`src/rtl/wdcr_fifo.sv`:
```
`default_nettype none
module wdcr_fifo #(
	parameter int WIDTH = 49
) (
	input  wire              clk,
	input  wire              arst_n,
	input  wire              wr_valid,
	output logic             wr_ready,
	input  wire [WIDTH-1:0]  wr_data,
	output logic             rd_valid,
	input  wire              rd_ready,
	output logic [WIDTH-1:0] rd_data
);
	// two-entry queue
	logic [WIDTH-1:0] mem_q [2];
	logic             wp_q, rp_q;
	logic [1:0]       cnt_q;
	logic             wr_en, rd_en;

	assign wr_ready = (cnt_q != 2'd2);
	assign rd_valid = (cnt_q != 2'd0);
	assign rd_data  = mem_q[rp_q];
	assign wr_en    = wr_valid && wr_ready;
	assign rd_en    = rd_valid && rd_ready;

	always_ff @(posedge clk) begin
		if (wr_en) mem_q[wp_q] <= wr_data;
	end

	always_ff @(posedge clk or negedge arst_n) begin
		if (!arst_n) begin
			wp_q  <= 1'b0;
			rp_q  <= 1'b0;
			cnt_q <= 2'd0;
		end else begin
			if (wr_en) wp_q <= ~wp_q;
			if (rd_en) rp_q <= ~rp_q;
			cnt_q <= cnt_q + {1'b0, wr_en} - {1'b0, rd_en};
		end
	end
endmodule
`default_nettype wire

```
`config.mk`:
```
export PLATFORM = sky130hd
export DESIGN_NAME = wdcr_fifo
export DESIGN_NICKNAME = d
export VERILOG_FILES = /design/src/rtl/wdcr_fifo.sv
export SDC_FILE = /design/constraint.sdc
export NUM_CORES = 1
export LEC_CHECK = 0
export BUFFER_PORTS_ARGS = -buffer_cell sky130_fd_sc_hd__clkbuf_2
export CORE_UTILIZATION = 51
export CTS_BUF_LIST = sky130_fd_sc_hd__clkbuf_4 sky130_fd_sc_hd__clkbuf_8 sky130_fd_sc_hd__clkbuf_16
export DETAILED_ROUTE_END_ITERATION = 6
export GPL_TIMING_DRIVEN = 1
export PLACE_DENSITY = 0.88
export SKIP_CTS_REPAIR_TIMING = 1
export SLEW_MARGIN = 0
export SYNTH_ARGS = -nofsm -noshare
export SYNTH_HDL_FRONTEND = slang
export SYNTH_SLANG_ARGS = --single-unit
```
`constraint.sdc`:
```
create_clock -name clk -period 3.5 [get_ports clk]
set_clock_uncertainty 0.1 [all_clocks]
set_input_delay 0.525 -clock clk [delete_from_list [all_inputs] [get_ports clk]]
set_output_delay 0.525 -clock clk [all_outputs]
set_load 0.05 [all_outputs]
```
* Word level (Yosys, flattened, before mapping)
Memories as Yosys holds them, arrays and structs flattened.
Index checks and enable logic that the tools add are counted.
** Operators by class
- Add/sub/neg operators :: 2
- Divide/modulo/power cells :: 0
- Equality and inequality tests :: 1
- Order comparisons :: 0
- Multiply operators :: 0
- Bitwise logic cells :: 2
- Reductions and logical operators :: 3
- Shifts and indexed selects :: 0
- Mux-type cells :: 2
** Operators with widths (number)
- 2-bit by 1-bit adder with 2-bit output :: 1
- 1-bit logical AND :: 2
- 1-bit 2-to-1 mux :: 2
- 2-bit inequality test, second input constant :: 1
- 1-bit NOT :: 2
- 2-bit nonzero test :: 1
- 2-bit by 1-bit subtractor with 2-bit output :: 1
** Word-level totals
- Output and inout bits :: 51
- Bits of input ports :: 53
- Memories :: 1
- Word-level logic and storage cells :: 14
- Flip-flop bits (word level) :: 4
- Bits in latches :: 0
- Bits in read-only memories :: 0
- Bits in writable memories :: 98
** Memory list
- mem_q :: words 2, bits a word 49, read ports 1, clocked after memory_dff 0, wr ports 1, line 15 : logic [WIDTH-1:0] mem_q [2];

* Longest topological paths before layout
Gate-level depths: netlist of the first run.
- Depth after elaboration :: 4
- Gate-level depth with buffers :: 7

* Least setup slack after synthesis of the first run
OpenSTA, ideal clock, no wires.
- Path kind :: reg-to-reg
- Start point :: reg cnt_q[0]
- End point :: mem mem_q[0][0], enable pin
- Arrival time :: 3.081 ns
- Path buffers :: 0
- Stages on the path, launching flop included :: 4
- Period minus slack after synthesis :: 3.636 ns
- Slack :: -0.136 ns
- Required time :: 2.944 ns
- Path through :: dfrtp_1 > nand2b_1 > nand2_1 > nor2_1
** Between the ends
- Cells in the longest elaborated chain, start to end :: 4
** Ends and longest elaborated chain
- start, declared :: line 17 : logic [1:0] cnt_q;
- start signal, assigned :: line 38 : cnt_q <= cnt_q + {1'b0, wr_en} - {1'b0, rd_en};
- 2-bit inequality test :: line 20 : assign wr_ready = (cnt_q != 2'd2);
- named net wr_ready :: line 8 : output logic wr_ready,
- 1-bit logical AND :: line 23 : assign wr_en = wr_valid && wr_ready;
- 1-bit 2-to-1 mux :: line 27 : if (wr_en) mem_q[wp_q] <= wr_data;
- 1-bit 2-to-1 mux (not written as such) :: line 27
- end, declared :: line 15
The timed path passes the listed nets, and every way through them passes these cells.

* Final worst setup path of the first run
- Start point :: reg rp_q
- End point :: out rd_data[46]
** Between the ends
- Cells in the longest elaborated chain, start to end :: 1
** Ends and longest elaborated chain
- start, declared :: line 16 : logic wp_q, rp_q;
- start signal, assigned :: line 37 : if (rd_en) rp_q <= ~rp_q;
- memory read 2 x 49 bit
- end, declared :: line 12 : output logic [WIDTH-1:0] rd_data
No other way between the ends.

==> results of run 1 <==
## metrics by stage
| stage | hold slack (ns) | utilization, % |
|---|---|---|
| after floorplan | 0.1294 | - |
| after global placement | 0.2369 | 63.10 |
| after detailed placement | 0.2409 | 63.10 |
| after CTS | -0.1677 | 65.80 |
| after global routing | 0.2233 | 65.95 |
| final | 0.2417 | 65.95 |
## logic make-up after synthesis
family | Yosys count | share of synthesized area [%]
adder cells (fa/ha/maj) | 2 | 0.6663
XOR/XNOR | 4 | 0.9332
AND/OR/NAND/NOR | 6 | 0.9332
flip-flops | 102 | 81.04
buffers and inverters | 7 | 1.732
multiplexers | 49 | 14.70
## layout make-up
| type | count | area (um^2) |
|---|---|---|
| flip-flops and latches | 102 | 3044 |
| fillers | 485 | 2365 |
| multi-input cells | 61 | 655.6 |
| repair buffers | 108 | 568.0 |
| clock buffers | 9 | 123.9 |
| well taps | 96 | 120.1 |
| clock inverters | 7 | 63.81 |
| inverters | 1 | 3.754 |
## sequential cells by signal (all words and copies together), names as in the netlist
name	cells
cnt_q	2
mem_q	98
wp_q	1
rp_q	1
## path summary, 6_finish.rpt
check / slack (ns) / start / cells past startpoint / end
worst max register to register: 1.67 / cnt_q[1]$_DFF_PN0_ / 7 / cnt_q[1]$_DFF_PN0_
worst min register to register: 0.46 / cnt_q[0]$_DFF_PN0_ / 1 / cnt_q[0]$_DFF_PN0_
worst min-delay path: 0.24 / wr_data[11] / 1 / mem_q[1][11]$_DFFE_PP_
min in group asynchronous: 0.41 / arst_n / 2 / wp_q$_DFFE_PN0N_
worst max-delay path: 0.88 / rp_q$_DFFE_PN0P_ / 3 / rd_data[46]
max in group asynchronous: 2.75 / arst_n / 2 / rp_q$_DFFE_PN0P_
## routing by layer
layer  vias up  share of wire [%]  track usage [%]
met1       917                 40            19.00
met4         0                1.8            8.495
li1        891                  -                -
met2        72                 51            27.91
met3        11                7.3            4.901
met5         -                  0                0
## worst max-delay path, delay by kind of cell, from the launching register on
family	cells	cell delay [ns]
mux	1	0.36
buf+inv	2	0.50
flops	1	0.75
## report_power, final
| group | total (mW) | switching [mW] | internal [mW] |
|---|---|---|---|
| Clock | 0.694 | 0.419 | 0.274 |
| Sequential | 1.80 | 0.126 | 1.67 |
| Combinational | 1.91 | 1.38 | 0.535 |
| Total | 4.40 | 1.92 | 2.48 |
## placed cells by master, fill, tap and decap left out, drive strengths merged, types with 2 or more instances in the layout
master    instances
buf               4
clkbuf          112
clkinvlp          2
dfrtp             4
edfxtp           98
ha                2
inv               5
mux2             49
xnor2             3
==> metrics.md, run 1 <==
| Metric | Value |
|---|---|
| Outcome | completed |
| CP peak stage delay | 0.75 ns |
| Post-place instance area | 0.004382 mm^2 |
| Pwr dens | 961.1 mW/mm^2 |
| Worst-path fanout max | 26 |
| First-pass GRT wire length | 8.956 mm |
| CP Class | reg -> out |
| Largest net degree at the start of global routing | 50 |
| Hold Fails Final Rpt | 0 |
| Total clock sinks | 102 |
| Nets | 338 |
| Final wirelength | 6.185 mm |
| Share of layout cells above drive strength 1 | 59.72% |
| Slew Viols, Final | 0 |
| Core area | 0.006944 mm^2 |
| Async set-reset flop share out of synthesis | 3.922% |
| Slowest cell on crit path | dfrtp_2 |
| DR vias | 1891 |
| Slew headroom | 56.11% |
| Initial Util | 54.07% |
| Post-route insts no fill | 384 |
| Placed instance count | 367 |
| Initial antenna violation count | 0 |
| Clk Latency, worst-skew pair | 0.36 ns |
| Critical path capture point type | output port |
| Grt total ovfl | 0 |
| Top cells by area, synth | edfxtp_1, mux2_2, dfrtp_1 |
| CTS H-Tree Depth | 3 |
| Diodes inserted | 0 |
| Setup violators final | 0 |
| Setup Slack @ Placement | 1.252 ns |
| Pre-Repair DR Iteration Count | 4 |
| Most numerous cell in the Yosys netlist | edfxtp_1 |
| Maximum buffer depth of the clock tree | 2 |
| Crit path DAT | 2.00 ns |
| Hpwl dp | 4.149 mm |
| Net count after synthesis | 225 |
| Final ANT Viol Nets | 0 |
| CTS tree | done |
| GR Util All Layers | 16.46% |
| FF+latch count, synth | 102 |
| Hold Crit Class | in -> reg |
| Final Cycle Share | 74.97% |
| WL per Instance | 16.11 um |
| Post-Syn Area | 0.003755 mm^2 |
| Layout area overhead | 21.96% |
| Sequential fraction of the synthesis area | 81.04% |
| Design area | 0.004579 mm^2 |
| Setup WS post-layout | 0.8761 ns |
| Setup TNS Final | 0 ns |
| Boundary pin count | 104 |
| RSZ-0062 raised after global routing | no |
| Worst VDD drop | 0.0006251 V |
| Number of flops mapped to enable cells by yosys | 98 |
| Pin slew with the least headroom to its limit | 0.6583 ns |
| Worst-path clk slew | 0.10 ns |
| FP Rows | 30 |
| Number of port buffers | 103 |
| Total Power | 4.401 mW |
| Cell taking the most area after synthesis | edfxtp_1 |
| CP Data Required Time | 2.87 ns |
| Root Buffer | clkbuf_8 |
| Cells along the critical path | buf_12 > mux2_2 > clkbuf_2 |
| Leakage | 1.746 nW |
| Synth unique cells | 16 |
| Vias in the first global route | 1904 |
| CP Launch Type | register |
| Synthesis Warnings | 0 |
| Die area | 0.007710 mm^2 |
| Residual DRC | 0 |
| Max Freq | 381.1 MHz |
| Synth top area share | 78.37% |
| Post-synthesis instance total | 170 |
| Iter 0 DRT Violations | 67 |
| Die Ht | 87.81 um |
| Width of the die | 87.81 um |
| Routed vias/inst | 4.924 |
| Commonest cells in the netlist | edfxtp_1, mux2_2, buf_6 |
| Period minus WS final | 2.624 ns |
| Mapped Avg Cell Area | 22.09 um^2 |
| Main flop type after synthesis | edfxtp_1 |
| Total CTS buffers | 9 |
| Max Cap Violations | 0 |
| GPL Wtd Cong | 0.6248 |
Power figures use the tool's default switching activity.
==> inputs of run 2 (changes only) <==
- clock period: 3.5 -> 2.44 ns (I/O delays scaled with it)
==> metrics.md, run 2 (synthesized netlist as in run 1, its figures left out) <==
| Metric | Value |
|---|---|
| Die area | 0.007710 mm^2 |
| Hold Crit Class | in -> reg |
| RSZ-0062 raised after global routing | no |
| CP Launch Type | register |
| Max Freq | 476.2 MHz |
| Max Cap Violations | 0 |
| Diodes inserted | 0 |
| CTS tree | done |
| DR vias | 1896 |
| Worst-path fanout max | 50 |
| Routed vias/inst | 4.938 |
| Min Hold Slack | 0.09814 ns |
| Crit path DAT | 1.63 ns |
| Clk Latency, worst-skew pair | 0.34 ns |
| Critical path capture point type | output port |
| Width of the die | 87.81 um |
| Total CTS buffers | 9 |
| Total Power | 6.252 mW |
| Buf+Inv Stages, Crit Path | 2 |
| Commonest non-fill, non-tap cell in the layout | clkbuf_2 |
| Largest net degree at the start of global routing | 51 |
| Setup TNS Final | 0 ns |
| Cells along the critical path | buf_12 > mux2_2 > clkbuf_2 |
| Number of port buffers | 103 |
| Outcome | completed |
| FP Rows | 30 |
| Share of layout cells above drive strength 1 | 59.38% |
| Final ANT Viol Nets | 0 |
| First-pass GRT wire length | 8.631 mm |
| Max FFs per register | 98 |
| Worst-path clk slew | 0.10 ns |
| Final wirelength | 5.916 mm |
| GR Util All Layers | 15.67% |
| Slew Viols, Final | 0 |
| Leakage | 1.744 nW |
| Pre-Repair DR Iteration Count | 4 |
| Total clock sinks | 102 |
| Root Buffer | clkbuf_8 |
| Hpwl dp | 3.886 mm |
| Layout area overhead | 21.89% |
| Pwr dens | 1366 mW/mm^2 |
| Hold Fails Final Rpt | 0 |
| Pin slew with the least headroom to its limit | 0.4816 ns |
| Largest regs | mem_q (98), cnt_q (2) |
| Slowest cell on crit path | mux2_2 |
| CP top delay family | buffers and inverters |
| Die Ht | 87.81 um |
| CP Data Required Time | 1.97 ns |
| Final Cycle Share | 86.07% |
| CP peak stage delay | 0.39 ns |
| Iter 0 DRT Violations | 76 |
| CTS H-Tree Depth | 3 |
| Nets | 338 |
| GPL Wtd Cong | 0.7313 |
| Slew headroom | 67.89% |
| Core area | 0.006944 mm^2 |
| Initial antenna violation count | 0 |
| Setup violators final | 0 |
| Maximum buffer depth of the clock tree | 2 |
| Boundary pin count | 104 |
| Fill cells | 484 |
| Vias in the first global route | 1856 |
| Grt total ovfl | 0 |
| Initial Util | 54.07% |
| CP Class | reg -> out |
| Top reg by flops | mem_q |
| Residual DRC | 0 |
| WL per Instance | 15.41 um |
| Most frequent cells in the layout | clkbuf_2, edfxtp_1, mux2_2 |
| Worst VDD drop | 0.0007648 V |
| Period minus WS final | 2.100 ns |
==> run 2: worst reg2reg max path, stage by stage, from the launching register on <==
cell,delay [ns]
dfrtp_1,0.41
or2_1,0.25
and2_4,0.17
ha_1,0.26
inv_1,0.04
ha_1,0.18
xnor2_1,0.16
xnor2_1,0.14
==> run 2: cell type report <==
class | count | area, um^2 | area share, %
flip-flops and latches | 102 | 3044 | 66.51
multi-input cells | 61 | 655.6 | 14.32
repair buffers | 108 | 580.6 | 12.68
clock buffers | 9 | 123.9 | 2.706
well taps | 96 | 120.1 | 2.624
clock inverters | 7 | 48.80 | 1.066
inverters | 1 | 3.754 | 0.08201
==> run 2: power by group <==
part / leakage, nW / internal [mW] / switching [mW]
combinational: 0.703 / 0.782 / 2.05
sequential: 0.956 / 2.39 / 0.103
clock: 0.0850 / 0.374 / 0.546
total: 1.74 / 3.55 / 2.70
==> run 2: path summary, 6_finish.rpt <==
path	slack, ns	cells past startpoint	endpoint	start
worst max-delay path	0.34	3	rd_data[28]	rp_q$_DFFE_PN0P_
max in group asynchronous	1.86	2	rp_q$_DFFE_PN0P_	arst_n
worst min register to register	0.44	1	cnt_q[0]$_DFF_PN0_	cnt_q[0]$_DFF_PN0_
worst min-delay path	0.1	1	mem_q[0][30]$_DFFE_PP_	wr_data[30]
worst max register to register	0.66	7	cnt_q[1]$_DFF_PN0_	cnt_q[1]$_DFF_PN0_
min in group asynchronous	0.24	2	cnt_q[0]$_DFF_PN0_	arst_n
==> run 2: layer usage <==
layer	track usage (%)	part of all wire, %
met3	5.372	7.6
met1	17.61	40
met2	26.78	51
met5	0	0
met4	7.601	1.3
==> run 2: stage by stage <==
stage	utilization, %	std cells	worst slack, ns	cell area [um^2]
finish	65.91	384	0.3400	4577
global route	65.91	384	0.2721	4577
CTS	65.77	383	0.3031	4567
detailed placement	63.28	367	0.6600	4394
global placement	63.28	367	0.7008	4394
floorplan	-	170	0.1334	3764
==> inputs of run 3 (changes only) <==
- BUFFER_PORTS_ARGS: -buffer_cell sky130_fd_sc_hd__clkbuf_2 -> default
- CORE_ASPECT_RATIO: default -> 0.9
- CORE_UTILIZATION: 51 -> 55
- DONT_BUFFER_PORTS: default -> 1
- PLACE_DENSITY: 0.88 -> 0.8
==> metrics.md, run 3 (synthesized netlist as in run 1, its figures left out) <==
| Metric | Value |
|---|---|
| Commonest non-fill, non-tap cell in the layout | edfxtp_1 |
| FF-to-FF path depth | 7 |
| FP Rows | 28 |
| Leakage | 1.529 nW |
| Final wirelength | 6.380 mm |
| Setup violators final | 0 |
| Hold Crit Class | in -> reg |
| Outcome | completed |
| GPL Wtd Cong | 0.6056 |
| NetSw | 2.616 mW |
| Share of layout cells above drive strength 1 | 29.11% |
| DR vias | 1754 |
| Slowest cell on crit path | mux2_1 |
| Pwr dens | 1320 mW/mm^2 |
| Diodes inserted | 0 |
| Int Pwr | 3.378 mW |
| Core area | 0.006586 mm^2 |
| Worst-path fanout max | 50 |
| CTS tree | done |
| Number of port buffers | 0 |
| Net Sw Frac | 43.64% |
| Layout area overhead | 20.96% |
| Critical path capture point type | output port |
| Routed vias/inst | 5.364 |
| Setup TNS Final | 0 ns |
| Pin slew with the least headroom to its limit | 0.4920 ns |
| Max Cap Violations | 0 |
| WL per Instance | 19.51 um |
| Top reg by flops | mem_q |
| Hpwl dp | 3.780 mm |
| Clock share of power | 14.9% |
| Initial antenna violation count | 0 |
| Maximum buffer depth of the clock tree | 2 |
| Width of the die | 89.10 um |
| Slew headroom | 67.29% |
| Period minus WS final | 2.051 ns |
| CP peak stage delay | 0.58 ns |
| Worst-path clk slew | 0.08 ns |
| Final ANT Viol Nets | 0 |
| Nets | 287 |
| Largest regs | mem_q (98), cnt_q (2) |
| Comb pwr share | 43.3% |
| Largest net degree at the start of global routing | 51 |
| Total clock sinks | 102 |
| Worst R2R Setup Slack | 0.61 ns |
| Min Hold Slack | 0.1362 ns |
| Hold Fails Final Rpt | 0 |
| Grt total ovfl | 0 |
| Max FFs per register | 98 |
| Crit path DAT | 1.59 ns |
| Hold_sp | rd_ready |
| Worst setup path start | rp_q$_DFFE_PN0P_ |
| Hold Path Stages | 2 |
| Residual DRC | 0 |
| Clk Latency, worst-skew pair | 0.35 ns |
| CP Launch Type | register |
| First-pass GRT wire length | 8.052 mm |
| RSZ-0062 raised after global routing | no |
| Total CTS buffers | 9 |
| Most frequent cells in the layout | edfxtp_1, dlygate4sd3_1, mux2_2 |
| Sequential share of power | 41.9% |
| CP Data Required Time | 1.97 ns |
| Final Cycle Share | 84.07% |
| Die Ht | 80.39 um |
| Iter 0 DRT Violations | 91 |
| Worst VDD drop | 0.0009720 V |
| Max Freq | 487.5 MHz |
| CTS H-Tree Depth | 3 |
| Boundary pin count | 104 |
| Die area | 0.007162 mm^2 |
| Initial Util | 57.01% |
| GR Util All Layers | 16.40% |
| Cells along the critical path | buf_12 > mux2_1 |
| Worst r2r src | cnt_q[1]$_DFF_PN0_ |
| Vias in the first global route | 1593 |
| Root Buffer | clkbuf_8 |
| Pre-Repair DR Iteration Count | 4 |
| Slew Viols, Final | 0 |
| CP Class | reg -> out |
-- run 3: changes by cell type in the layout (fill, tap and decap cells not counted), sizes merged --
cell / before / now
dlygate4sd3: 1 / 50
inv: 3 / 1
clkbuf: 112 / 10
clkinv: 3 / 5
buf: 4 / 7
clkinvlp: 2 / 1
-- run 3: per-layer routing --
| layer | wire length, um | vias to the layer above | global-route usage [%] |
|---|---|---|---|
| met5 | 0 | - | 0 |
| met4 | 136 | 0 | 7.778 |
| met3 | 412 | 15 | 9.866 |
| met2 | 3360 | 74 | 26.26 |
| met1 | 2471 | 880 | 17.03 |
| li1 | - | 785 | - |
-- run 3: power groups by stage --
stage | Sequential [mW] | Clock [mW] | Combinational [mW]
after floorplan | 2.50 | 0 | 2.32
after global placement | 2.51 | 0 | 2.47
after detailed placement | 2.55 | 0 | 2.52
after CTS | 2.51 | 0.903 | 2.53
after global routing | 2.54 | 0.974 | 2.69
final | 2.51 | 0.891 | 2.59
-- run 3: final cells by class --
cell class / instances / area (um^2)
flip-flops and latches: 102 / 3044
fillers: 440 / 2044
multi-input cells: 61 / 655.6
repair buffers: 57 / 565.5
clock buffers: 10 / 131.4
well taps: 90 / 112.6
clock inverters: 6 / 28.78
inverters: 1 / 3.754
-- run 3: worst max-delay path, delay by kind of cell, from the launching register on --
family | cells | cell delay (ns)
buffers and inverters | 1 | 0.26
muxes | 1 | 0.58
DFF | 1 | 0.38
-- run 3: path summary, 6_finish.rpt --
path / endpoint
max in group asynchronous: rp_q$_DFFE_PN0P_
hold reg to reg: cnt_q[0]$_DFF_PN0_
setup reg to reg: cnt_q[1]$_DFF_PN0_
hold / removal: rp_q$_DFFE_PN0P_
setup / recovery: rd_data[48]
min in group asynchronous: rp_q$_DFFE_PN0P_
-- run 3: per-stage QoR --
step           total power [mW]  instances  cell area, um^2  util, %  setup WS [ns]
6_report                  5.995        327             4542    68.96         0.3888
3_3_place_gp              4.980        261             3881    58.93         0.7139
3_5_place_dp              5.073        261             3881    58.93         0.6392
2_1_floorplan             4.826        170             3764        -         0.1334
5_1_grt                   6.202        327             4542    68.96         0.3314
4_1_cts                   5.948        277             4041    61.36         0.3717
