$ cat config.mk
export PLATFORM = sky130hd
export DESIGN_NAME = wdcr_front
export DESIGN_NICKNAME = d
export VERILOG_FILES = /design/src/rtl/wdcr_pkg.sv /design/src/rtl/wdcr_front.sv
export SDC_FILE = /design/constraint.sdc
export NUM_CORES = 1
export LEC_CHECK = 0
export BUFFER_PORTS_ARGS = -buffer_cell sky130_fd_sc_hd__clkbuf_2
export CAP_MARGIN = 20
export CORE_ASPECT_RATIO = 1.5
export CORE_UTILIZATION = 50
export DETAILED_ROUTE_END_ITERATION = 6
export GPL_TIMING_DRIVEN = 0
export MAX_ROUTING_LAYER = met4
export PLACE_DENSITY_LB_ADDON = 0.15
export SETUP_SLACK_MARGIN = 0.02
export SLEW_MARGIN = 20
export SYNTH_ARGS = -nofsm -noshare
export SYNTH_HDL_FRONTEND = slang
export SYNTH_SLANG_ARGS = --single-unit
$ cat constraint.sdc
create_clock -name clk -period 9.6 [get_ports clk]
set_clock_uncertainty 0.1 [all_clocks]
set_input_delay 1.92 -clock clk [delete_from_list [all_inputs] [get_ports clk]]
set_output_delay 1.92 -clock clk [all_outputs]
set_load 0.02 [all_outputs]
$ cat src/rtl/wdcr_pkg.sv
`default_nettype none
package wdcr_pkg;
	localparam int SAMPLE_W = 16;
	localparam int PIXEL_W  = 8;
	localparam int BIN_W    = 6;
	localparam int WEIGHT_W = 11;
	localparam int PCNT_W   = 17;
	localparam logic [11:0] WEIGHT_NUM = 12'd2047;
	localparam logic [7:0]  PIXEL_MAX  = 8'd255;

	typedef enum logic [0:0] {
		REG_BINS_LOG2 = 1'b0,
		REG_DS_LOG2   = 1'b1
	} reg_idx_t;

	typedef enum logic [1:0] {
		BK_IDLE,
		BK_DIV,
		BK_ACC,
		BK_DRAIN
	} back_state_t;

	// one segment handed from front to back
	typedef struct packed {
		logic signed [SAMPLE_W-1:0] lo;
		logic signed [SAMPLE_W-1:0] hi;
		logic [SAMPLE_W:0]          diff;
	} seg_t;
endpackage
`default_nettype wire

$ cat src/rtl/wdcr_front.sv
`default_nettype none
module wdcr_front (
	input  wire                          clk,
	input  wire                          arst_n,
	input  wire                          in_valid,
	output logic                         in_ready,
	input  wire signed [15:0]            in_sample,
	output logic                         seg_valid,
	input  wire                          seg_ready,
	output wdcr_pkg::seg_t               seg
);
	import wdcr_pkg::*;

	logic signed [SAMPLE_W-1:0] prev_q;
	logic                       have_q;
	logic                       acc;

	// first sample only primes the previous-sample register
	assign in_ready  = seg_ready || !have_q;
	assign seg_valid = in_valid && have_q;
	assign acc       = in_valid && in_ready;

	always_comb begin
		if (in_sample < prev_q) begin
			seg.lo = in_sample;
			seg.hi = prev_q;
		end else begin
			seg.lo = prev_q;
			seg.hi = in_sample;
		end
		seg.diff = 17'({seg.hi[15], seg.hi}) - 17'({seg.lo[15], seg.lo});
	end

	always_ff @(posedge clk or negedge arst_n) begin
		if (!arst_n) begin
			prev_q <= '0;
			have_q <= 1'b0;
		end else if (acc) begin
			prev_q <= in_sample;
			have_q <= 1'b1;
		end
	end
endmodule
`default_nettype wire

== Word-level counts from Yosys, hierarchy flattened ==
Cells that the tools add are included.
Operators by class
  add/sub/neg operators: 1
  $mul: 0
  divide/modulo/power cells: 0
  $lt $le $gt $ge: 1
  equal/unequal tests: 0
  shifts and indexed selects: 0
  multiplexer cells: 1
  bitwise operators: 0
  reductions and logical operators: 4
Operators with widths (number)
  two-way mux 32 bit: 1
  subtractor 16 x 16 -> 17 bit: 1
  less-than comparator 16 bit: 1
  logical AND 1 bit: 2
  logical NOT 1 bit: 1
  logical OR 1 bit: 1
Storage, ports and cells
  register bits: 17
  bits in latches: 0
  memory bits (writable): 0
  bits in read-only memories: 0
  output and inout port bits: 51
  memories: 0

== Depth between registers and ports, before layout ==
Gate-level depths: netlist of the first run.
  depth after elaboration: 3
  gate-level depth with buffers: 19
  gate-level depth less buffers: 16

== Least setup slack after synthesis of the first run ==
No wires, ideal clock.
  path type: input to output
  start point: input port in_sample[14]
  end point: output port seg[16] (netlist name)
  data arrival time: 5.425 ns
  setup slack: 2.155 ns
  stages on the path: 18
  cells stage by stage: ha_1 > buf_4 > nand4_1 > or4_4 > a21oi_4 > o41a_2 > buf_4 > clkbuf_1 > mux2i_1 > inv_1 > ha_1 > inv_1 > a41o_1 > nand4b_1 > a21boi_2 > nor3_1 > o31a_1 > o22ai_1
RTL lines
  start, declared: RTL line wdcr_front.sv:7  | input wire signed [15:0] in_sample,
  end, declared: RTL line wdcr_front.sv:10  | output wdcr_pkg::seg_t seg

==> impl_metrics.tcl, run 1 <==
set metrics [dict create \
    antenna_found_initial 0 \
    worstPathArrival_ns 6.10 \
    cp-end-kind "output port" \
    p_seq_frac 0.155 \
    cts-root-buf "clkbuf_8" \
    violations "DRC" \
    ys_ff_latch 17 \
    p_switching_w 0.000314 \
    report.final.slew_viol_count 0 \
    postRouteAntennaNets 0 \
    fin_setup_tns_ns 0 \
    clkSlewWorstSetupHoldPaths_ns 0.07 \
    min_path_type "flop to flop" \
    yosys.area_share.simple 0.230 \
    synth_top_family_by_area "compound AO/OA/AOI/OAI gates" \
    synthFlopType "dfrtp_1" \
    io_pins 71 \
    cts.sinks 17 \
    yosysTopAreaCellShare 0.182 \
    min_period_ns 8.12 \
    synth_edf_count 0 \
    worstPathCellList "clkbuf_2, ha_1, nand4_1, or4_4, a21oi_4, o41a_2, buf_4, clkbuf_1, mux2i_1, inv_1, ha_1, inv_1, a41o_1, nand4b_1, a21boi_2, nor3_1, nor3_1, xnor2_1, clkbuf_2" \
    place_congestion 0.884 \
    yosys.area_share.adder 0.0912 \
    min_from "have_q$_DFFE_PN0P_" \
    start_kind "input port" \
    grt_overflow 0 \
    critPathSlowestCell "or4_4" \
    clkPwrFrac 0.101 \
    firstDrtPassIters 6 \
    clock_latency_ns 0.26 \
    drive_gt1_frac 0.259 \
    worst-r2r-cell-count 4 \
    ys_seq_area_frac 0.182 \
    synth_compound_area_frac 0.285 \
    grt_max_degree 18 \
    yosysMostFrequentCell "nand2_1" \
    max_slew.worst_pin.slew_ns 0.730 \
    cp_max_fo 10 \
    grt_pass1_wl_um 11300 \
    syn_to_final_growth_pct 19.5 \
    synthDistinctLibCells 56 \
    nets 432 \
    drv_cap 0 \
    cts_tree "built" \
    ff_latch_area_sq_um 425 \
    syn_nets 357 \
    clock_path_buffers 2 \
    utilization 0.619 \
    htreeDepth 1 \
    outcome "complete, but fails checks" \
    vias 2625 \
    worst_r2r_endpoint "prev_q[13]$_DFFE_PN0P_" \
    post_cts_buffers 0 \
    synth.area.mux_share 0.0789 \
    syn_area_per_cell_sq_um 7.29 \
    cts_buffers 3 \
    die_area_sq_mm 0.00495 \
    hold_violations 0 \
    cts.repair.resized 0 \
    yosys.area.top_type "dfrtp_1" \
    wl_um 7060 \
    holdPathEnd "have_q$_DFFE_PN0P_" \
    cp_top_family "simple AND/OR/NAND/NOR gates" \
    die_h_um 85.6 \
    required_ns 7.58 \
    synthCells 320 \
    p_comb_frac 0.744 \
    slowest_delay_ns 0.58 \
    yosysWarnings 0 \
    hpwl_um 5230 \
    nFillCells 440 \
    viasPerCell 5.94 \
    post-route-drc-count 1 \
    num_rows 30 \
    netSwitchingFraction 0.546 \
    diodes 0 \
    multi_input_area_sq_mm 0.00171 \
    p_int_w 0.000262 \
    rsz0062_at_grt "false" \
    synth-xor-area-share 0.0488 \
    cts_hold_buf 0 \
    relSlewSlack 0.508 \
    min_period_over_period 0.846 \
    coreArea_sq_mm 0.00450 \
    wl_per_cell_um 16.0 \
    powerDensity_mw_per_mm2 207 \
    crit_buf_inv 6 \
    hold_depth 1 \
    setup_viol 0 \
    async_flop_share 1.00 \
    leakage_nw 1.40 \
    synth_area_leaders "dfrtp_1 18%, nand2_1 9.7%, ha_1 9.1%, o21ai_0 9.0%, inv_1 4.8%" \
    die_w_um 57.8 \
    gr-usage-all-layers 0.305 \
    synth_common_cells "60 x nand2_1, 42 x o21ai_0, 30 x inv_1" \
    grt_pass1_vias 2423 \
    path_class "input port to output port" \
    r2r_slack_ns 7.75 \
    drt_first_iter_violations 126 \
    initial_core_util 0.518 \
    reg2reg_from "have_q$_DFFE_PN0P_" \
    port_buffers 70 \
    max_freq_mhz 123 \
    syn_area_sq_mm 0.00233 \
    ir_drop_mv 0.148 \
]
[through the flow]
step | hold WS [ns] | worst slack, ns | instances | instance area [sq um] | power (W)
after floorplan | 0.355 | 2.16 | 320 | 2330 | 0.000390
after global placement | 0.379 | 1.51 | 438 | 2740 | 0.000512
after detailed placement | 0.383 | 1.54 | 438 | 2740 | 0.000516
after CTS | 0.402 | 1.49 | 442 | 2790 | 0.000577
after global routing | 0.419 | 1.21 | 442 | 2790 | 0.000616
final | 0.403 | 1.48 | 442 | 2790 | 0.000576
[cell families after synthesis]
group | Yosys count
mux | 17
fa+ha+maj | 17
compound gates | 96
buf+inv | 45
simple gates | 115
xor+xnor | 13
flops | 17
[cell usage in the layout, fill, tap and decap left out, drive strengths merged, types with 2 or more instances in the layout]
cell type / netlist / layout
o211ai: 2 / 2
nor2: 10 / 10
nand4b: 2 / 2
mux2i: 6 / 6
ha: 17 / 17
nand2: 60 / 60
buf: 7 / 7
nand4: 4 / 4
nand3: 11 / 11
a221oi: 2 / 2
xor2: 2 / 2
and3: 7 / 7
a31oi: 3 / 3
o221ai: 2 / 2
nand2b: 4 / 4
a211oi: 4 / 4
nor3: 6 / 6
a21oi: 14 / 14
dfrtp: 17 / 17
a31o: 2 / 2
clkbuf: 8 / 82
a21o: 3 / 3
and2: 3 / 3
nor2b: 3 / 3
o41ai: 2 / 2
o21ai: 46 / 46
mux2: 11 / 11
xnor2: 11 / 11
o21bai: 2 / 2
or4: 3 / 3
inv: 30 / 30
a41o: 2 / 2
[state kept, by name (all words and copies together) (netlist names)]
signal / cells
prev_q: 16
have_q: 1
[metal layers]
layer	GRT usage	share of wire	wire length [um]
met3	0.0211	0.058	411
met1	0.342	0.40	2800
met4	0.119	0.024	167
met2	0.553	0.52	3680
met5	-	0	0
[cell type report]
cell class	count	area share
multi-input cells	258	0.614
flip-flops and latches	17	0.153
repair buffers	70	0.126
inverters	30	0.0404
plain buffers	15	0.0301
well taps	48	0.0215
clock buffers	4	0.0162
[power groups by stage]
stage                     Sequential [W]  Combinational (W)  Clock [W]
after CTS                      0.0000891           0.000428  0.0000597
after global routing           0.0000908           0.000464  0.0000617
final                          0.0000893           0.000429  0.0000579
after global placement         0.0000899           0.000422          0
after detailed placement       0.0000906           0.000425          0
after floorplan                0.0000886           0.000302          0
[worst max-delay path by stage]
stage                        from  endpoint  slack [ns]  cells past startpoint
floorplan           in_sample[14]   seg[16]        2.16                     18
global placement    in_sample[15]   seg[16]        1.51                     19
detailed placement  in_sample[15]   seg[16]        1.54                     19
CTS                 in_sample[11]   seg[16]        1.49                     20
global route        in_sample[11]   seg[10]        1.21                     20
finish              in_sample[12]   seg[12]        1.48                     19
No activity file was read; power rests on OpenSTA's default activity.
==> run 2: changes to the inputs <==
CORE_UTILIZATION = 48   (was 50)
clock period = 7.27 ns   (was 9.6 ns; I/O delays follow)
==> impl_metrics.tcl, run 2 (synthesized netlist as in run 1, its figures left out) <==
set metrics [dict create \
    worstPathCellList "clkbuf_2, ha_1, nand4_1, or4_4, a21oi_4, o41a_2, buf_4, mux2i_1, inv_1, ha_1, inv_1, a41o_1, nand4b_1, a21boi_2, nor3_1, o31a_1, o22ai_1, clkbuf_2" \
    slowest_delay_ns 0.59 \
    final_cell_mix "70 x clkbuf_2, 60 x nand2_1, 42 x o21ai_0" \
    postRouteAntennaNets 0 \
    min_period_over_period 0.935 \
    clock_latency_ns 0.25 \
    leakage_nw 1.40 \
    cp_max_fo 19 \
    worst-r2r-cell-count 4 \
    fin_hold_ws_ns 0.404 \
    setup_viol 0 \
    cp-end-kind "output port" \
    cts_buffers 3 \
    nFillCells 487 \
    die_h_um 87.4 \
    die_w_um 58.9 \
    worst_r2r_endpoint "prev_q[3]$_DFFE_PN0P_" \
    cts.sinks 17 \
    firstDrtPassIters 4 \
    post-route-drc-count 0 \
    holdPathEnd "have_q$_DFFE_PN0P_" \
    grt_max_degree 18 \
    ir_drop_mv 0.165 \
    reg2reg_from "have_q$_DFFE_PN0P_" \
    max_slew.worst_pin.slew_ns 0.696 \
    num_rows 30 \
    required_ns 5.72 \
    r2r_slack_ns 5.48 \
    path_class "input port to output port" \
    top_regs "prev_q x16, have_q x1" \
    wl_um 6940 \
    layout_commonest_cell "clkbuf_2" \
    initial_core_util 0.509 \
    hold_depth 1 \
    grt_overflow 0 \
    drive_gt1_frac 0.260 \
    start_kind "input port" \
    port_buffers 70 \
    min_from "have_q$_DFFE_PN0P_" \
    drt_first_iter_violations 111 \
    relSlewSlack 0.531 \
    drv_cap 0 \
    grt_pass1_vias 2425 \
    clock_path_buffers 2 \
    max_freq_mhz 147 \
    place_congestion 0.873 \
    htreeDepth 1 \
    fin_setup_tns_ns 0 \
    antenna_found_initial 0 \
    min_path_type "flop to flop" \
    die_area_sq_mm 0.00515 \
    critPathSlowestCell "or4_4" \
    cts.repair.resized 0 \
    worstPathArrival_ns 5.24 \
    powerDensity_mw_per_mm2 270 \
    viasPerCell 5.68 \
    rsz0062_at_grt "false" \
    largest-register "prev_q" \
    nets 431 \
    diodes 0 \
    outcome "finished, final reports clean" \
    hold_violations 0 \
    clkSlewWorstSetupHoldPaths_ns 0.07 \
    gr-usage-all-layers 0.289 \
    coreArea_sq_mm 0.00458 \
    io_pins 71 \
    cts_tree "built" \
    cts_hold_buf 0 \
    vias 2598 \
    grt_pass1_wl_um 10900 \
    syn_to_final_growth_pct 20.2 \
    cts-root-buf "clkbuf_8" \
    wl_per_cell_um 15.2 \
    post_cts_buffers 0 \
    min_period_ns 6.79 \
    largest_register_ffs 16 \
    hpwl_um 5280 \
    report.final.slew_viol_count 0 \
]
-- run 2: cell types whose count changed in the layout (fill, tap and decap cells not counted) --
cell and change:
clkbuf_1 -1
-- run 2: stage by stage --
stage	setup WS (ns)	area (sq um)	instances	utilization	power (W)
2_1_floorplan	0.757	2330	320	-	0.000515
3_3_place_gp	0.0732	2760	454	0.603	0.000675
3_5_place_dp	0.0624	2760	454	0.603	0.000681
4_1_cts	0.0499	2810	458	0.613	0.000760
5_1_grt	0.219	2800	457	0.612	0.000811
6_report	0.476	2800	457	0.612	0.000758
-- run 2: layout make-up --
class,count,area (sq um),share of cell area
Multi-Input combinational cell,258,1710,0.610
Inverter,30,113,0.0402
Timing Repair Buffer,70,350,0.125
Buffer,14,80.1,0.0286
Tap cell,64,80.1,0.0286
Clock buffer,4,45.0,0.0161
Sequential cell,17,425,0.152
-- run 2: worst max-delay path by stage --
stage                        startpoint  endpoint  slack [ns]  depth (start not counted)
after floorplan           in_sample[14]   seg[16]        0.76                         18
after global placement    in_sample[15]   seg[16]        0.07                         19
after detailed placement  in_sample[15]   seg[16]        0.06                         19
after CTS                 in_sample[15]   seg[16]        0.05                         19
after global routing      in_sample[11]   seg[16]        0.22                         19
final                     in_sample[15]   seg[16]        0.48                         18
-- run 2: power breakdown --
group          internal (W)  leakage [nW]  switching, W  total [W]
clock             0.0000390        0.0228     0.0000358  0.0000748
sequential         0.000107         0.201     0.0000110   0.000118
combinational      0.000199          1.18      0.000366   0.000565
-- run 2: per-layer routing --
metal	wire [um]	GRT usage	up-vias
li1	-	-	1287
met1	2930	0.332	1228
met2	3530	0.498	70
met3	324	0.0297	13
met4	162	0.126	0
met5	0	-	-
-- run 2: worst max-delay path, delay by kind of cell --
| family | cells | cell delay, ns |
|---|---|---|
| AND/OR/NAND/NOR | 4 | 1.03 |
| multiplexers | 1 | 0.21 |
| AO/OA/AOI/OAI | 6 | 1.24 |
| adder cells (fa/ha/maj) | 2 | 0.58 |
| buffers and inverters | 5 | 0.70 |
==> run 3: changes to the inputs <==
PLACE_DENSITY_LB_ADDON = 0.25   (was 0.15)
==> impl_metrics.tcl, run 3 (synthesized netlist as in run 1, its figures left out) <==
set metrics [dict create \
    drive_gt1_frac 0.260 \
    critPathSlowestCell "or4_4" \
    top_regs "prev_q x16, have_q x1" \
    finalWorstSetupSlack_ns 0.511 \
    fin_area_sq_mm 0.00280 \
    start_kind "input port" \
    die_w_um 58.9 \
    cp_max_fo 19 \
    slowest_delay_ns 0.59 \
    cts_hold_buf 0 \
    layout_commonest_cell "clkbuf_2" \
    holdPathEnd "have_q$_DFFE_PN0P_" \
    min_period_ns 6.76 \
    io_pins 71 \
    hpwl_um 5310 \
    relSlewSlack 0.517 \
    report.final.slew_viol_count 0 \
    dp_slack_ns 0.123 \
    firstDrtPassIters 5 \
    busiest_layer "met2" \
    worstPathCellList "clkbuf_2, ha_1, nand4_1, or4_4, a21oi_4, o41a_2, buf_4, mux2i_1, inv_1, ha_1, inv_1, a41o_1, nand4b_1, a21boi_2, nor3_1, o31a_1, o22ai_1, clkbuf_2" \
    worstPathArrival_ns 5.20 \
    clkSlewWorstSetupHoldPaths_ns 0.07 \
    gr-usage-all-layers 0.289 \
    fin_setup_tns_ns 0 \
    nets 431 \
    grt_max_degree 18 \
    cts-root-buf "clkbuf_8" \
    powerDensity_mw_per_mm2 272 \
    die_h_um 87.4 \
    wl_per_cell_um 15.3 \
    final_cell_mix "70 x clkbuf_2, 60 x nand2_1, 42 x o21ai_0" \
    hold_depth 1 \
    htreeDepth 1 \
    drv_cap 0 \
    grt_pass1_vias 2404 \
    hold_violations 0 \
    multi_input_area_sq_mm 0.00171 \
    diodes 0 \
    reg2reg_from "have_q$_DFFE_PN0P_" \
    ff_latch_area_sq_um 425 \
    crit_buf_inv 5 \
    utilization 0.612 \
    use_met2 0.505 \
    setup_viol 0 \
    largest-register "prev_q" \
    die_area_sq_mm 0.00515 \
    num_rows 30 \
    coreArea_sq_mm 0.00458 \
    cts_buffers 3 \
    outcome "finished, final reports clean" \
    worst_r2r_endpoint "prev_q[12]$_DFFE_PN0P_" \
    post-route-drc-count 0 \
    cts.repair.resized 0 \
    required_ns 5.72 \
    cp_top_family "compound AO/OA/AOI/OAI gates" \
    antenna_found_initial 0 \
    nFillCells 471 \
    min_from "have_q$_DFFE_PN0P_" \
    cp-end-kind "output port" \
    use_met1 0.340 \
    leakage_nw 1.40 \
    place_congestion 0.888 \
    postRouteAntennaNets 0 \
    worst-r2r-cell-count 4 \
    met3_usage 0.0253 \
    port_buffers 70 \
    clock_path_buffers 2 \
    syn_to_final_growth_pct 20.2 \
    placed_area_sq_mm 0.00276 \
    vias 2692 \
    crit_start "in_sample[15]" \
    r2r_slack_ns 5.46 \
    cts.sinks 17 \
    max_freq_mhz 148 \
    drt_first_iter_violations 147 \
    min_period_over_period 0.930 \
    viasPerCell 5.89 \
    rsz0062_at_grt "false" \
    max_slew.worst_pin.slew_ns 0.716 \
    initial_core_util 0.509 \
    clock_latency_ns 0.26 \
    cts_tree "built" \
    grt_overflow 0 \
    post_cts_buffers 0 \
    path_class "input port to output port" \
    largest_register_ffs 16 \
    wl_um 7000 \
    min_path_type "flop to flop" \
    ir_drop_mv 0.170 \
    grt_pass1_wl_um 11100 \
]
run 3: cell counts in the layout (fill, tap and decap cells not counted):
Identical to the previous run, type by type.
run 3: worst max-delay path by stage:
| stage | end | slack [ns] | cells past startpoint |
|---|---|---|---|
| 6_report | seg[16] | 0.51 | 18 |
| 5_1_grt | seg[16] | 0.16 | 19 |
| 4_1_cts | seg[16] | 0.06 | 19 |
| 3_5_place_dp | seg[16] | 0.12 | 19 |
| 3_3_place_gp | seg[16] | 0.11 | 19 |
| 2_1_floorplan | seg[16] | 0.76 | 18 |
run 3: worst reg2reg max path: cells and delay by family (launching register included):
| family | cells | cell delay [ns] |
|---|---|---|
| buffers and inverters | 1 | 0.56 |
| muxes | 1 | 0.41 |
| DFF | 1 | 0.36 |
| and+or+nand+nor | 2 | 0.27 |
run 3: final cells by class:
class,instances,share of cell area
Multi-Input combinational cell,258,0.610
Tap cell,64,0.0286
Buffer,14,0.0286
Sequential cell,17,0.152
Inverter,30,0.0402
Timing Repair Buffer,70,0.125
Clock buffer,4,0.0161
run 3: metrics by stage:
step	hold slack [ns]	total power [W]	instances
2_1_floorplan	0.355	0.000515	320
3_3_place_gp	0.370	0.000675	454
3_5_place_dp	0.381	0.000682	454
4_1_cts	0.400	0.000762	458
5_1_grt	0.424	0.000814	457
6_report	0.397	0.000762	457
run 3: report_power, final:
part           switching [W]  internal [W]  total (W)
clock              0.0000374     0.0000391  0.0000765
sequential         0.0000108      0.000107   0.000118
combinational       0.000368      0.000199   0.000567
run 3: metal layers:
metal | part of all wire | wire (um)
met1 | 0.40 | 2770
met4 | 0.015 | 108
met5 | 0 | 0
met3 | 0.059 | 415
met2 | 0.53 | 3710
